**src/sv/irpse_pkg.sv**
```systemverilog
`timescale 1ns / 1ps
// Shared types and constants of the pulse symbol encoder.
package irpse_pkg;

    localparam int DUR_W        = 15;
    localparam int SYM_W        = 32;
    localparam int LIMIT_W      = 12;
    localparam int BYTE_W       = 8;
    localparam int NBITS_W      = 4;
    localparam int REG_IDX_W    = 3;
    localparam int QUEUE_DEPTH  = 4;
    localparam int BIT_IDX_MAX  = 7;

    localparam logic [NBITS_W-1:0] BITS_PER_BYTE = NBITS_W'(8);

    localparam logic [REG_IDX_W-1:0] REG_HEADER_MARK  = 3'd0;
    localparam logic [REG_IDX_W-1:0] REG_HEADER_SPACE = 3'd1;
    localparam logic [REG_IDX_W-1:0] REG_SYM_ZERO     = 3'd2;
    localparam logic [REG_IDX_W-1:0] REG_SYM_ONE      = 3'd3;
    localparam logic [REG_IDX_W-1:0] REG_FOOTER_MARK  = 3'd4;
    localparam logic [REG_IDX_W-1:0] REG_FOOTER_SPACE = 3'd5;
    localparam logic [REG_IDX_W-1:0] REG_BIT_LIMIT    = 3'd6;
    localparam logic [REG_IDX_W-1:0] REG_MSB_LEAD     = 3'd7;

    typedef enum logic [1:0] {
        FOOT_NONE,
        FOOT_MARK,
        FOOT_SPACE
    } t_foot;

    typedef struct packed {
        logic [DUR_W-1:0] header_mark;
        logic [DUR_W-1:0] header_space;
        logic [SYM_W-1:0] sym_zero;
        logic [SYM_W-1:0] sym_one;
        logic [DUR_W-1:0] footer_mark;
        logic [DUR_W-1:0] footer_space;
        logic [LIMIT_W-1:0] bit_limit;
        logic             msb_lead;
    } t_cfg;

    typedef struct packed {
        logic [BYTE_W-1:0]  data_byte;
        logic               hdr;
        logic [NBITS_W-1:0] nbits;
        t_foot              foot;
        logic               last;
    } t_cmd;

    typedef struct packed {
        logic             second_level;
        logic [DUR_W-1:0] second_duration;
        logic             first_level;
        logic [DUR_W-1:0] first_duration;
    } t_sym;

endpackage

```
**src/sv/ir_pulse_symbol_encoder_unit.sv**
```systemverilog
`timescale 1ns / 1ps
// The first symbol of a byte passes through the command queue and the sequencer's output register.
// The sequencer issues one symbol per cycle while the output is not stalled; a queued byte gives
//   1 to 10 symbols (header + up to eight bits + footer), bytes with no symbols are not queued.
// A four-entry command queue lets input and output stall independently.
// Reset: synchronous active low; registers to defaults, queue empty, frame closed.
// Top level of the pulse symbol encoder.
module ir_pulse_symbol_encoder_unit #(
    parameter int COUNT_BITS = 12
) (
    input  logic                            i_clk,
    input  logic                            i_rst_n,
    input  logic                            i_cfg_we,
    input  logic [irpse_pkg::REG_IDX_W-1:0] i_cfg_index,
    input  logic [irpse_pkg::SYM_W-1:0]     i_cfg_data,
    input  logic                            i_s_axis_tvalid,
    output logic                            o_s_axis_tready,
    input  logic [7:0]                      i_s_axis_tdata,  // data_byte[7:0]
    input  logic                            i_s_axis_tlast,  // final_byte
    output logic                            o_m_axis_tvalid,
    input  logic                            i_m_axis_tready,
    // first_duration[14:0], first_level[15], second_duration[30:16], second_level[31]
    output logic [31:0]                     o_m_axis_tdata,
    output logic                            o_m_axis_tlast,  // frame_done
    output logic                            o_m_axis_tuser   // item_done
);
    import irpse_pkg::*;

    t_cfg w_cfg;
    t_cmd w_push_cmd;
    t_cmd w_head;
    logic w_push;
    logic w_pop;
    logic w_full;
    logic w_empty;

    irpse_cfg u_cfg (
        .i_clk       (i_clk),
        .i_rst_n     (i_rst_n),
        .i_cfg_we    (i_cfg_we),
        .i_cfg_index (i_cfg_index),
        .i_cfg_data  (i_cfg_data),
        .o_cfg       (w_cfg)
    );

    irpse_front #(
        .COUNT_BITS (COUNT_BITS)
    ) u_front (
        .i_clk        (i_clk),
        .i_rst_n      (i_rst_n),
        .i_cfg        (w_cfg),
        .i_valid      (i_s_axis_tvalid),
        .i_data_byte  (i_s_axis_tdata),
        .i_final_byte (i_s_axis_tlast),
        .o_ready      (o_s_axis_tready),
        .i_q_full     (w_full),
        .o_push       (w_push),
        .o_cmd        (w_push_cmd)
    );

    irpse_fifo u_fifo (
        .i_clk   (i_clk),
        .i_rst_n (i_rst_n),
        .i_push  (w_push),
        .i_wdata (w_push_cmd),
        .i_pop   (w_pop),
        .o_head  (w_head),
        .o_full  (w_full),
        .o_empty (w_empty)
    );

    irpse_back u_back (
        .i_clk        (i_clk),
        .i_rst_n      (i_rst_n),
        .i_cfg        (w_cfg),
        .i_head       (w_head),
        .i_q_empty    (w_empty),
        .o_pop        (w_pop),
        .o_valid      (o_m_axis_tvalid),
        .i_ready      (i_m_axis_tready),
        .o_data       (o_m_axis_tdata),
        .o_item_done  (o_m_axis_tuser),
        .o_frame_done (o_m_axis_tlast)
    );

endmodule

```
**src/sv/irpse_cfg.sv**
```systemverilog
`timescale 1ns / 1ps
// Configuration register file with indexed write port.
module irpse_cfg (
    input  logic                           i_clk,
    input  logic                           i_rst_n,
    input  logic                           i_cfg_we,
    input  logic [irpse_pkg::REG_IDX_W-1:0] i_cfg_index,
    input  logic [irpse_pkg::SYM_W-1:0]     i_cfg_data,
    output irpse_pkg::t_cfg                o_cfg
);
    import irpse_pkg::*;

    localparam t_cfg CFG_RESET = '{
        header_mark:  '0,
        header_space: '0,
        sym_zero:     '0,
        sym_one:      '0,
        footer_mark:  '0,
        footer_space: '0,
        bit_limit:    '0,
        msb_lead:     1'b1
    };

    t_cfg r_cfg;

    always_ff @(posedge i_clk) begin
        if (!i_rst_n) begin
            r_cfg <= CFG_RESET;
        end else if (i_cfg_we) begin
            unique case (i_cfg_index)
                REG_HEADER_MARK:  r_cfg.header_mark  <= i_cfg_data[DUR_W-1:0];
                REG_HEADER_SPACE: r_cfg.header_space <= i_cfg_data[DUR_W-1:0];
                REG_SYM_ZERO:     r_cfg.sym_zero     <= i_cfg_data;
                REG_SYM_ONE:      r_cfg.sym_one      <= i_cfg_data;
                REG_FOOTER_MARK:  r_cfg.footer_mark  <= i_cfg_data[DUR_W-1:0];
                REG_FOOTER_SPACE: r_cfg.footer_space <= i_cfg_data[DUR_W-1:0];
                REG_BIT_LIMIT:    r_cfg.bit_limit    <= i_cfg_data[LIMIT_W-1:0];
                REG_MSB_LEAD:     r_cfg.msb_lead     <= i_cfg_data[0];
                default: begin
                    r_cfg <= r_cfg;
                end
            endcase
        end
    end

    assign o_cfg = r_cfg;

endmodule

```
**src/sv/irpse_front.sv**
```systemverilog
`timescale 1ns / 1ps
// Front end: accepts bytes, tracks frame state and bit count, builds commands.
module irpse_front #(
    parameter int COUNT_BITS = 12
) (
    input  logic                        i_clk,
    input  logic                        i_rst_n,
    input  irpse_pkg::t_cfg             i_cfg,
    input  logic                        i_valid,
    input  logic [irpse_pkg::BYTE_W-1:0] i_data_byte,
    input  logic                        i_final_byte,
    output logic                        o_ready,
    input  logic                        i_q_full,
    output logic                        o_push,
    output irpse_pkg::t_cmd             o_cmd
);
    import irpse_pkg::*;

    localparam int LW = (COUNT_BITS > LIMIT_W) ? COUNT_BITS : LIMIT_W;

    logic                  r_in_frame;
    logic [COUNT_BITS-1:0] r_bits_sent;
    logic [COUNT_BITS-1:0] n_bits_sent;

    logic [COUNT_BITS-1:0] w_base;
    logic [LW-1:0]         w_base_x;
    logic [LW-1:0]         w_lim_x;
    logic [LW-1:0]         w_cmax_x;
    logic [LW-1:0]         w_diff;
    logic                  w_free;
    logic [NBITS_W-1:0]    w_nbits;
    logic [COUNT_BITS:0]   w_sum;
    logic                  w_accept;
    t_foot                 w_foot;
    logic                  w_hdr;

    always_comb begin
        w_base   = r_in_frame ? r_bits_sent : '0;
        w_base_x = LW'(w_base);
        w_lim_x  = LW'(i_cfg.bit_limit);
        w_cmax_x = LW'({COUNT_BITS{1'b1}});
        w_diff   = w_lim_x - w_base_x;
        w_free   = (i_cfg.bit_limit == '0) || (w_lim_x > w_cmax_x);
        if (w_free) begin
            w_nbits = BITS_PER_BYTE;
        end else if (w_base_x >= w_lim_x) begin
            w_nbits = '0;
        end else if (w_diff >= LW'(BITS_PER_BYTE)) begin
            w_nbits = BITS_PER_BYTE;
        end else begin
            w_nbits = w_diff[NBITS_W-1:0];
        end
        w_sum = {1'b0, w_base} + (COUNT_BITS+1)'(w_nbits);
        n_bits_sent = w_sum[COUNT_BITS] ? {COUNT_BITS{1'b1}} : w_sum[COUNT_BITS-1:0];

        w_hdr = !r_in_frame && (i_cfg.header_mark != '0);
        if (!i_final_byte) begin
            w_foot = FOOT_NONE;
        end else if (i_cfg.footer_mark != '0) begin
            w_foot = FOOT_MARK;
        end else if (i_cfg.footer_space != '0) begin
            w_foot = FOOT_SPACE;
        end else begin
            w_foot = FOOT_NONE;
        end
    end

    assign o_ready  = !i_q_full;
    assign w_accept = i_valid && o_ready;
    assign o_push   = w_accept && (w_hdr || (w_nbits != '0) || (w_foot != FOOT_NONE));

    assign o_cmd.data_byte = i_data_byte;
    assign o_cmd.hdr       = w_hdr;
    assign o_cmd.nbits     = w_nbits;
    assign o_cmd.foot      = w_foot;
    assign o_cmd.last      = i_final_byte;

    always_ff @(posedge i_clk) begin
        if (!i_rst_n) begin
            r_in_frame  <= 1'b0;
            r_bits_sent <= '0;
        end else if (w_accept) begin
            r_in_frame  <= !i_final_byte;
            r_bits_sent <= n_bits_sent;
        end
    end

endmodule

```
**src/sv/irpse_fifo.sv**
```systemverilog
`timescale 1ns / 1ps
// Short command queue between front end and symbol sequencer.
module irpse_fifo (
    input  logic            i_clk,
    input  logic            i_rst_n,
    input  logic            i_push,
    input  irpse_pkg::t_cmd i_wdata,
    input  logic            i_pop,
    output irpse_pkg::t_cmd o_head,
    output logic            o_full,
    output logic            o_empty
);
    import irpse_pkg::*;

    localparam int PTR_W = $clog2(QUEUE_DEPTH);
    localparam int CNT_W = $clog2(QUEUE_DEPTH + 1);

    t_cmd             r_mem [QUEUE_DEPTH];
    logic [PTR_W-1:0] r_wptr;
    logic [PTR_W-1:0] r_rptr;
    logic [CNT_W-1:0] r_count;

    assign o_full  = (r_count == CNT_W'(QUEUE_DEPTH));
    assign o_empty = (r_count == '0);
    assign o_head  = r_mem[r_rptr];

    always_ff @(posedge i_clk) begin
        if (i_push) begin
            r_mem[r_wptr] <= i_wdata;
        end
    end

    always_ff @(posedge i_clk) begin
        if (!i_rst_n) begin
            r_wptr  <= '0;
            r_rptr  <= '0;
            r_count <= '0;
        end else begin
            if (i_push) begin
                r_wptr <= r_wptr + PTR_W'(1);
            end
            if (i_pop) begin
                r_rptr <= r_rptr + PTR_W'(1);
            end
            if (i_push && !i_pop) begin
                r_count <= r_count + CNT_W'(1);
            end else if (!i_push && i_pop) begin
                r_count <= r_count - CNT_W'(1);
            end
        end
    end

endmodule

```
**src/sv/irpse_back.sv**
```systemverilog
`timescale 1ns / 1ps
// Symbol sequencer: walks header, data bits and footer, one symbol per cycle while the output is not stalled.
module irpse_back (
    input  logic                        i_clk,
    input  logic                        i_rst_n,
    input  irpse_pkg::t_cfg             i_cfg,
    input  irpse_pkg::t_cmd             i_head,
    input  logic                        i_q_empty,
    output logic                        o_pop,
    output logic                        o_valid,
    input  logic                        i_ready,
    output logic [irpse_pkg::SYM_W-1:0] o_data,
    output logic                        o_item_done,
    output logic                        o_frame_done
);
    import irpse_pkg::*;

    typedef enum logic [1:0] {
        PH_HDR,
        PH_BIT,
        PH_FOOT
    } t_phase;

    t_phase       r_phase;
    logic [2:0]   r_idx;
    logic         r_busy;
    t_cmd         r_cmd;
    logic         r_out_valid;
    t_sym         r_sym;
    logic         r_item_done;
    logic         r_frame_done;

    t_phase             w_phase;
    t_phase             n_phase;
    logic [2:0]         w_idx;
    logic [2:0]         n_idx;
    logic [2:0]         w_pos;
    logic [NBITS_W-1:0] w_idx_inc;
    t_cmd               w_cmd;
    t_sym               w_sym;
    logic [SYM_W-1:0]   w_packed;
    logic               w_last;
    logic               w_act;
    logic               w_fire;

    always_comb begin
        w_cmd = r_busy ? r_cmd : i_head;
        w_idx = r_busy ? r_idx : '0;
        if (r_busy) begin
            w_phase = r_phase;
        end else if (i_head.hdr) begin
            w_phase = PH_HDR;
        end else if (i_head.nbits != '0) begin
            w_phase = PH_BIT;
        end else begin
            w_phase = PH_FOOT;
        end

        w_pos     = i_cfg.msb_lead ? 3'(BIT_IDX_MAX) - w_idx : w_idx;
        w_packed  = w_cmd.data_byte[w_pos] ? i_cfg.sym_one : i_cfg.sym_zero;
        w_idx_inc = {1'b0, w_idx} + NBITS_W'(1);

        w_sym   = '0;
        w_last  = 1'b1;
        n_phase = w_phase;
        n_idx   = w_idx;
        unique case (w_phase)
            PH_HDR: begin
                w_sym.first_duration  = i_cfg.header_mark;
                w_sym.first_level     = 1'b1;
                w_sym.second_duration = i_cfg.header_space;
                w_sym.second_level    = 1'b0;
                w_last  = (w_cmd.nbits == '0) && (w_cmd.foot == FOOT_NONE);
                n_phase = (w_cmd.nbits != '0) ? PH_BIT : PH_FOOT;
                n_idx   = '0;
            end
            PH_BIT: begin
                w_sym   = w_packed;
                w_last  = (w_idx_inc == w_cmd.nbits) && (w_cmd.foot == FOOT_NONE);
                n_phase = (w_idx_inc == w_cmd.nbits) ? PH_FOOT : PH_BIT;
                n_idx   = w_idx_inc[2:0];
            end
            PH_FOOT: begin
                if (w_cmd.foot == FOOT_MARK) begin
                    w_sym.first_duration  = i_cfg.footer_mark;
                    w_sym.first_level     = 1'b1;
                    w_sym.second_duration = i_cfg.footer_space;
                end else begin
                    w_sym.first_duration  = i_cfg.footer_space;
                end
                w_last = 1'b1;
            end
            default: begin
                w_last = 1'b1;
            end
        endcase

        w_act  = r_busy || !i_q_empty;
        w_fire = w_act && (!r_out_valid || i_ready);
    end

    assign o_pop = w_fire && !r_busy;

    always_ff @(posedge i_clk) begin
        if (!i_rst_n) begin
            r_busy      <= 1'b0;
            r_out_valid <= 1'b0;
            r_phase     <= PH_HDR;
            r_idx       <= '0;
        end else if (w_fire) begin
            r_busy       <= !w_last;
            r_cmd        <= w_cmd;
            r_phase      <= n_phase;
            r_idx        <= n_idx;
            r_out_valid  <= 1'b1;
            r_sym        <= w_sym;
            r_item_done  <= w_last;
            r_frame_done <= w_last && w_cmd.last;
        end else if (i_ready) begin
            r_out_valid <= 1'b0;
        end
    end

    assign o_valid      = r_out_valid;
    assign o_data       = r_sym;
    assign o_item_done  = r_item_done;
    assign o_frame_done = r_frame_done;

`ifndef SYNTHESIS
    a_frame_implies_item: assert property (@(posedge i_clk) disable iff (!i_rst_n)
        r_out_valid && r_frame_done |-> r_item_done)
        else $error("frame end without byte end");
    a_bit_index_range: assert property (@(posedge i_clk) disable iff (!i_rst_n)
        r_busy && (r_phase == PH_BIT) |-> ({1'b0, r_idx} < r_cmd.nbits))
        else $error("bit index beyond command bit count");
    a_footer_present: assert property (@(posedge i_clk) disable iff (!i_rst_n)
        r_busy && (r_phase == PH_FOOT) |-> (r_cmd.foot != FOOT_NONE))
        else $error("footer phase without footer");
    a_pop_nonempty: assert property (@(posedge i_clk) disable iff (!i_rst_n)
        o_pop |-> !i_q_empty)
        else $error("pop from empty queue");
`endif

endmodule
```
**config.mk**
```make
export PLATFORM = sky130hd
export DESIGN_NAME = ir_pulse_symbol_encoder_unit
export DESIGN_NICKNAME = d
export VERILOG_FILES = /design/src/sv/irpse_pkg.sv /design/src/sv/ir_pulse_symbol_encoder_unit.sv /design/src/sv/irpse_cfg.sv /design/src/sv/irpse_front.sv /design/src/sv/irpse_fifo.sv /design/src/sv/irpse_back.sv
export SDC_FILE = /design/constraint.sdc
export NUM_CORES = 1
export LEC_CHECK = 0
export ABC_AREA = 1
export BUFFER_PORTS_ARGS = -buffer_cell sky130_fd_sc_hd__buf_2
export CORE_ASPECT_RATIO = 0.8
export CORE_MARGIN = 5
export CORE_UTILIZATION = 55
export CTS_CLUSTER_SIZE = 12
export DETAILED_ROUTE_END_ITERATION = 8
export PLACE_DENSITY = 0.84
export SLEW_MARGIN = 20
export SYNTH_ARGS = -nofsm -noshare
export SYNTH_HDL_FRONTEND = slang
export SYNTH_SLANG_ARGS = --single-unit
```
**constraint.sdc**
```tcl
create_clock -name i_clk -period 4 [get_ports i_clk]
set_clock_uncertainty 0.2 [all_clocks]
set_input_delay 0.2 -clock i_clk [delete_from_list [all_inputs] [get_ports i_clk]]
set_output_delay 0.2 -clock i_clk [all_outputs]
set_load 0.03 [all_outputs]
```
# Word level (Yosys, flattened, before mapping)
# Memories as Yosys holds them, arrays and structs flattened. A register that Yosys moved wholly into a read port is not among the register bits.
# Cells that the tools add are included.
[op_classes] n_bitwise=1 eq_ne=12 addsub=8 magnitude_cmp=4 n_reduce_logical=49 mux=33
[ops] cell="$pmux 31 s3" n=1
[ops] cell="$reduce_bool 15->1" n=3
[ops] cell="$mux 16" n=2
[ops] cell="$mux 32" n=1
[ops] cell="$mux 12" n=2
[ops] cell="$mux 2" n=10
[ops] cell="$reduce_and 2->1" n=9
[ops] cell="$eq 3x3->1 const B" n=5
[ops] cell="$mux 15" n=1
[ops] cell="$add 12x4->13" n=1
[ops] cell="$ge 12x12->1" n=1
[ops] cell="$ge 12x4->1 const B" n=1
[ops] cell="$gt 12x12->1 const B" n=1
[ops] cell="$logic_not 12->1" n=1
[ops] cell="$mux 3" n=4
[ops] cell="$mux 4" n=3
[ops] cell="$reduce_bool 4->1" n=3
[ops] cell="$sub 12x12->12" n=1
[ops] cell="$logic_and 1x1->1" n=10
[ops] cell="$logic_not 1->1" n=9
[ops] cell="$eq 3x2->1 const B" n=2
[ops] cell="$logic_not 3->1" n=2
[ops] cell="$pmux 3 s2" n=1
[ops] cell="$reduce_bool 2->1" n=3
[ops] cell="19 further kinds" n=30
[totals] word_cells=136 reg_bits=214 n_memories=1 in_bits=49 output_inout_bits=36 mem_bits_rw=64
[memory_table] memory="u_fifo.r_mem" words=4 width=16 read_ports=1 rd_ports_with_merged_regs=1 wr=1 line="irpse_fifo.sv:18" source="t_cmd r_mem [QUEUE_DEPTH];"

# Depth between registers and ports, before layout
[depth] word_depth=14 ltp_mapped=30 mapped_depth_nobuf=29

# By module
# From an unflattened synthesis, not the netlist that was laid out.
[hier_totals] cells_unflattened=1851 hier_area_um2=13897.1
[modules_own_cells] module="irpse_cfg" area_per_inst_um2=5466.5 cells_each=792 seq_area_each_um2=2742.6 n_inst=1
[modules_own_cells] module="irpse_back" area_per_inst_um2=3854.9 cells_each=556 seq_area_each_um2=1611.5 n_inst=1
[modules_own_cells] module="irpse_fifo" area_per_inst_um2=2797.7 cells_each=212 seq_area_each_um2=2102.0 n_inst=1
[modules_own_cells] module="irpse_front" area_per_inst_um2=1778.0 cells_each=291 seq_area_each_um2=260.2 n_inst=1

# Worst setup path after synthesis
# Ideal clock, no wire load.
[synth_path] path_type="reg2reg" from="reg u_front.r_in_frame" to="reg u_front.r_bits_sent[7]" slack_ns=-0.349 stages_incl_launch_ff=24 setup_ns=0.095 n_path_buf=2 arrival_ns=4.054 t_required_ns=3.705 period_less_slack_ns=4.349 path_cell_list="dfxtp_1 -> clkbuf_1 -> nand2_1 -> inv_1 -> ha_1 -> inv_1 -> fa_1 -> nand2_1 -> nand3_1 -> nand3_1 -> nand2_1 -> nor2_1 -> nand3_1 -> nor2_1 -> nand4_1 -> nor3_1 -> fa_1 -> a21oi_1 -> o21ai_0 -> nand4_1 -> nor2_1 -> a31oi_1 -> clkbuf_1 -> a221oi_1"
[synth_lines] item="start, declared" line="irpse_front.sv:21" source="logic r_in_frame;"
[synth_lines] item="start signal, assigned" line="irpse_front.sv:83" source="r_in_frame <= !i_final_byte;"
[synth_lines] item="end signal, assigned" line="irpse_front.sv:84" source="r_bits_sent <= n_bits_sent;"
[synth_lines] item="end, declared" line="irpse_front.sv:22" source="logic [COUNT_BITS-1:0] r_bits_sent;"

==> impl_metrics.yaml <==
global_route:
  track_usage: 0.251
  grt-ovfl-total: 0
  grt_pass1_wl_mm: 53.6
  grt_max_degree: 85
  grt_pass1_vias: 10400
  antenna_found_initial: 2
critical_path:
  crit_required_ns: 4.21
  critical-path-top-delay-family: "simple AND/OR/NAND/NOR gates"
  r2r_start: "u_front.r_in_frame"
  crit_top_cell: "nand2_2"
  startpoint_type: "flip-flop"
  regToRegSetupSlack_ns: -0.15
  max_stage_delay_ns: 0.37
  critPathBufInv: 5
  crit_type: "reg -> reg"
  cpMaxStageDelayCell: "dfxtp_4"
  crit_fanout: 4
  worst-r2r-cell-count: 26
  cp.arrival_ns: 4.36
  r2r_end: "u_front.r_bits_sent[7]"
  crit_path_end_kind: "flip-flop"
sta:
  period_needed_ns: 4.15
  tightest_slew_ns: 1.09
  finalSetupViolations: 10
  hold_violations: 0
  min_period_over_period: 1.04
  rsz0062_at_grt: "yes"
  slew_violations: 0
  fin_ws_ns: -0.146
  max_freq_ghz: 0.241
  relSlewSlack: 0.271
min_path:
  hp-class: "in -> reg"
  whs_path_depth: 6
  min-delay-start: "i_cfg_index[0]"
  hold_end: "u_cfg.o_cfg[41]"
synthesis:
  synth_edf_count: 113
  syn_nets: 1617
  synthTopCellsByArea: "edfxtp_1 27%, dfxtp_1 26%, nor2_1 7.9%"
  ys_seq_area_frac: 0.534
  yosys.area.top_type: "edfxtp_1"
  yosysWarnings: 0
  avgSynthCellArea_sq_um: 8.15
  ys_seq_elements: 279
  syn_inst: 1543
  ys_async_sr_fraction: 0
  ys.flop_type: "dfxtp_1"
  yosysUniqueCellTypes: 40
  netlist_area_sq_um: 12600
  synth_top_area_frac: 0.270
floorplan:
  start_util: 0.559
  die_h_microns: 145
  num_rows: 49
  fp.dieW_microns: 179
  core_sq_um: 22500
  die-area_sq_um: 26000
  io_pins: 85
cells_and_area:
  fillCellCount: 1774
  diodes: 0
  final_cell_area_sq_um: 15200
  seq_area_sq_um: 6720
  final_nets: 1765
  area_growth_pct: 20.8
  multi_input_area_sq_um: 5330
  drive_gt1_frac: 0.150
  stdcell_count: 2017
power:
  p_leak_nw: 6.42
  irDropWorstVdd_mv: 0.507
  power_density_nw_per_um2: 647
routing:
  drt_iter0_drc: 1552
  viasPerCell: 5.69
  totalWireLength_mm: 34.9
  wl_met2_mm: 15.7
  wl_met1_mm: 14.9
  postRouteAntennaNets: 0
  drtPass1Iterations: 5
  via_count: 11500
  met3WireLength_mm: 3.29
  drc: 0
  top_layer: "met5"
  drt-wirelength-per-cell_microns: 17.3
status:
  status: "complete, but fails checks"
  violations: "negative setup slack"
clock_tree:
  cts_tree: "yes"
  clk_path_buf_depth: 3
  cts_max_level: 1
  clk_latency_ns: 0.57
  numCtsBuffers: 28
  cts.clk_slew.worst_paths_ns: 0.06
  clock_sinks: 279
  root_buffer: "clkbuf_16"
placement:
  hpwl_mm: 22.2
  dp_slack_ns: -0.0762
  place_congestion: 0.898
  io_buffers: 84
  place_area_sq_um: 13500
  dp.cells: 1906
flow_run:
  drv_cap: 0
worst min-delay path, cell delays in order:
cell and delay [ns]:
buf_2 0.11, nor2_1 0.04, inv_1 0.06, nor2_1 0.09
o21ai_0 0.19, nor2_1 0.05
sequential cells by signal (all words and copies together), names as in the netlist, named ones only:
register             cells
u_back.o_data           32
u_back.o_frame_done      1
u_back.o_item_done       1
u_back.o_valid           1
u_back.r_busy            1
u_back.r_cmd            15
u_back.r_idx             3
u_back.r_phase           2
u_cfg.o_cfg            137
u_fifo.r_count           3
u_fifo.r_mem            64
u_fifo.r_rptr            2
u_fifo.r_wptr            2
u_front.r_bits_sent     12
u_front.r_in_frame       1
worst max-delay path by stage:
stage / startpoint / endpoint / slack, ns / cells after the start
after detailed placement: u_front.r_in_frame / u_front.r_bits_sent[3] / -0.08 / 22
after global placement: u_front.r_in_frame / u_front.r_bits_sent[0] / 0.06 / 22
after global routing: u_front.r_in_frame / u_front.r_bits_sent[11] / -0.36 / 24
final: u_front.r_in_frame / u_front.r_bits_sent[7] / -0.15 / 26
after CTS: u_front.r_in_frame / u_front.r_bits_sent[1] / 0.004 / 22
after floorplan: u_front.r_in_frame / u_front.r_bits_sent[4] / -0.003 / 24
synthesized netlist by cell type, types with 6 or more instances:
master	n
a21oi_1	117
a31oi_1	6
buf_2	23
o21ai_1	34
clkbuf_1	42
nor4_1	9
nor2_1	264
nand4_1	7
o22ai_1	11
o211ai_1	6
nand2_1	249
nand3_1	73
edfxtp_1	113
ha_1	22
inv_1	143
o21ai_0	198
nor3_1	9
dfxtp_1	166
xor2_1	9
area by class of cell:
cell class              count  area share
clock buffers              45      0.0504
clock inverters             5     0.00371
inverters                 150      0.0371
repair buffers            189      0.0904
well taps                 306      0.0252
flip-flops and latches    279       0.443
multi-input cells        1043       0.351
placed cells by master (no fill, tap or decap), types with 3 or more instances in the layout:
cell type | netlist | routed
nor2_4 | 2 | 4
o22ai_1 | 11 | 11
dfxtp_1 | 166 | 164
a31oi_1 | 6 | 5
nand4_1 | 7 | 7
xor2_1 | 9 | 9
xnor2_1 | 4 | 4
dlygate4sd3_1 | 0 | 49
buf_6 | 3 | 4
nor4_1 | 9 | 9
a21oi_2 | 0 | 6
nand2_1 | 249 | 236
o21ai_1 | 34 | 37
buf_2 | 23 | 83
o211ai_1 | 6 | 6
clkbuf_1 | 42 | 16
clkinv_1 | 3 | 4
edfxtp_1 | 113 | 113
inv_2 | 4 | 10
a21oi_1 | 117 | 110
clkbuf_16 | 0 | 28
buf_4 | 2 | 51
nand3_1 | 73 | 64
nand3_2 | 0 | 8
o21ai_0 | 198 | 194
nor3_1 | 9 | 7
ha_4 | 0 | 12
nand2_2 | 4 | 17
nor2_2 | 1 | 9
ha_1 | 22 | 9
nor2_1 | 264 | 254
nand3b_1 | 3 | 3
inv_1 | 143 | 136
through the flow:
step	setup TNS [ns]	hold WS (ns)	power, mW	util
floorplan	-0.00514	0.0825	6.26	-
global placement	0	0.215	7.12	0.599
detailed placement	-0.460	0.221	7.23	0.599
CTS	0	0.0107	9.68	0.659
global route	-3.49	0.0623	10.3	0.675
finish	-0.764	0.0332	9.82	0.675
power breakdown:
| group | switching (mW) | internal, mW | leakage, nW |
|---|---|---|---|
| clock | 1.08 | 1.31 | 0.392 |
| sequential | 0.186 | 3.56 | 2.42 |
| combinational | 2.61 | 1.07 | 3.61 |
| total | 3.88 | 5.94 | 6.42 |
what timing repair did:
item / in CTS / in global routing
hold buffers: 49 / 0
endpoints found under the setup margin: 7 / 14
gates resized for setup: 3 / 69
endpoints found under the hold margin: 184 / 0
pin swaps: 3 / 28
setup buffers: 3 / 9
layer usage:
layer,GRT usage,vias up
li1,-,5437
met1,0.378,5343
met2,0.382,605
met3,0.0403,92
met4,0.0598,4
met5,0,-
cell families after synthesis:
logic type / count (synthesis) / share of synthesized area
AND/OR/NAND/NOR: 623 / 0.201
AO/OA/AOI/OAI: 382 / 0.159
buffers and inverters: 221 / 0.0706
flip-flops: 279 / 0.534
adder cells (fa/ha/maj): 25 / 0.0267
XOR/XNOR: 13 / 0.00905
Note: power is estimated with default switching activity, not from simulation.
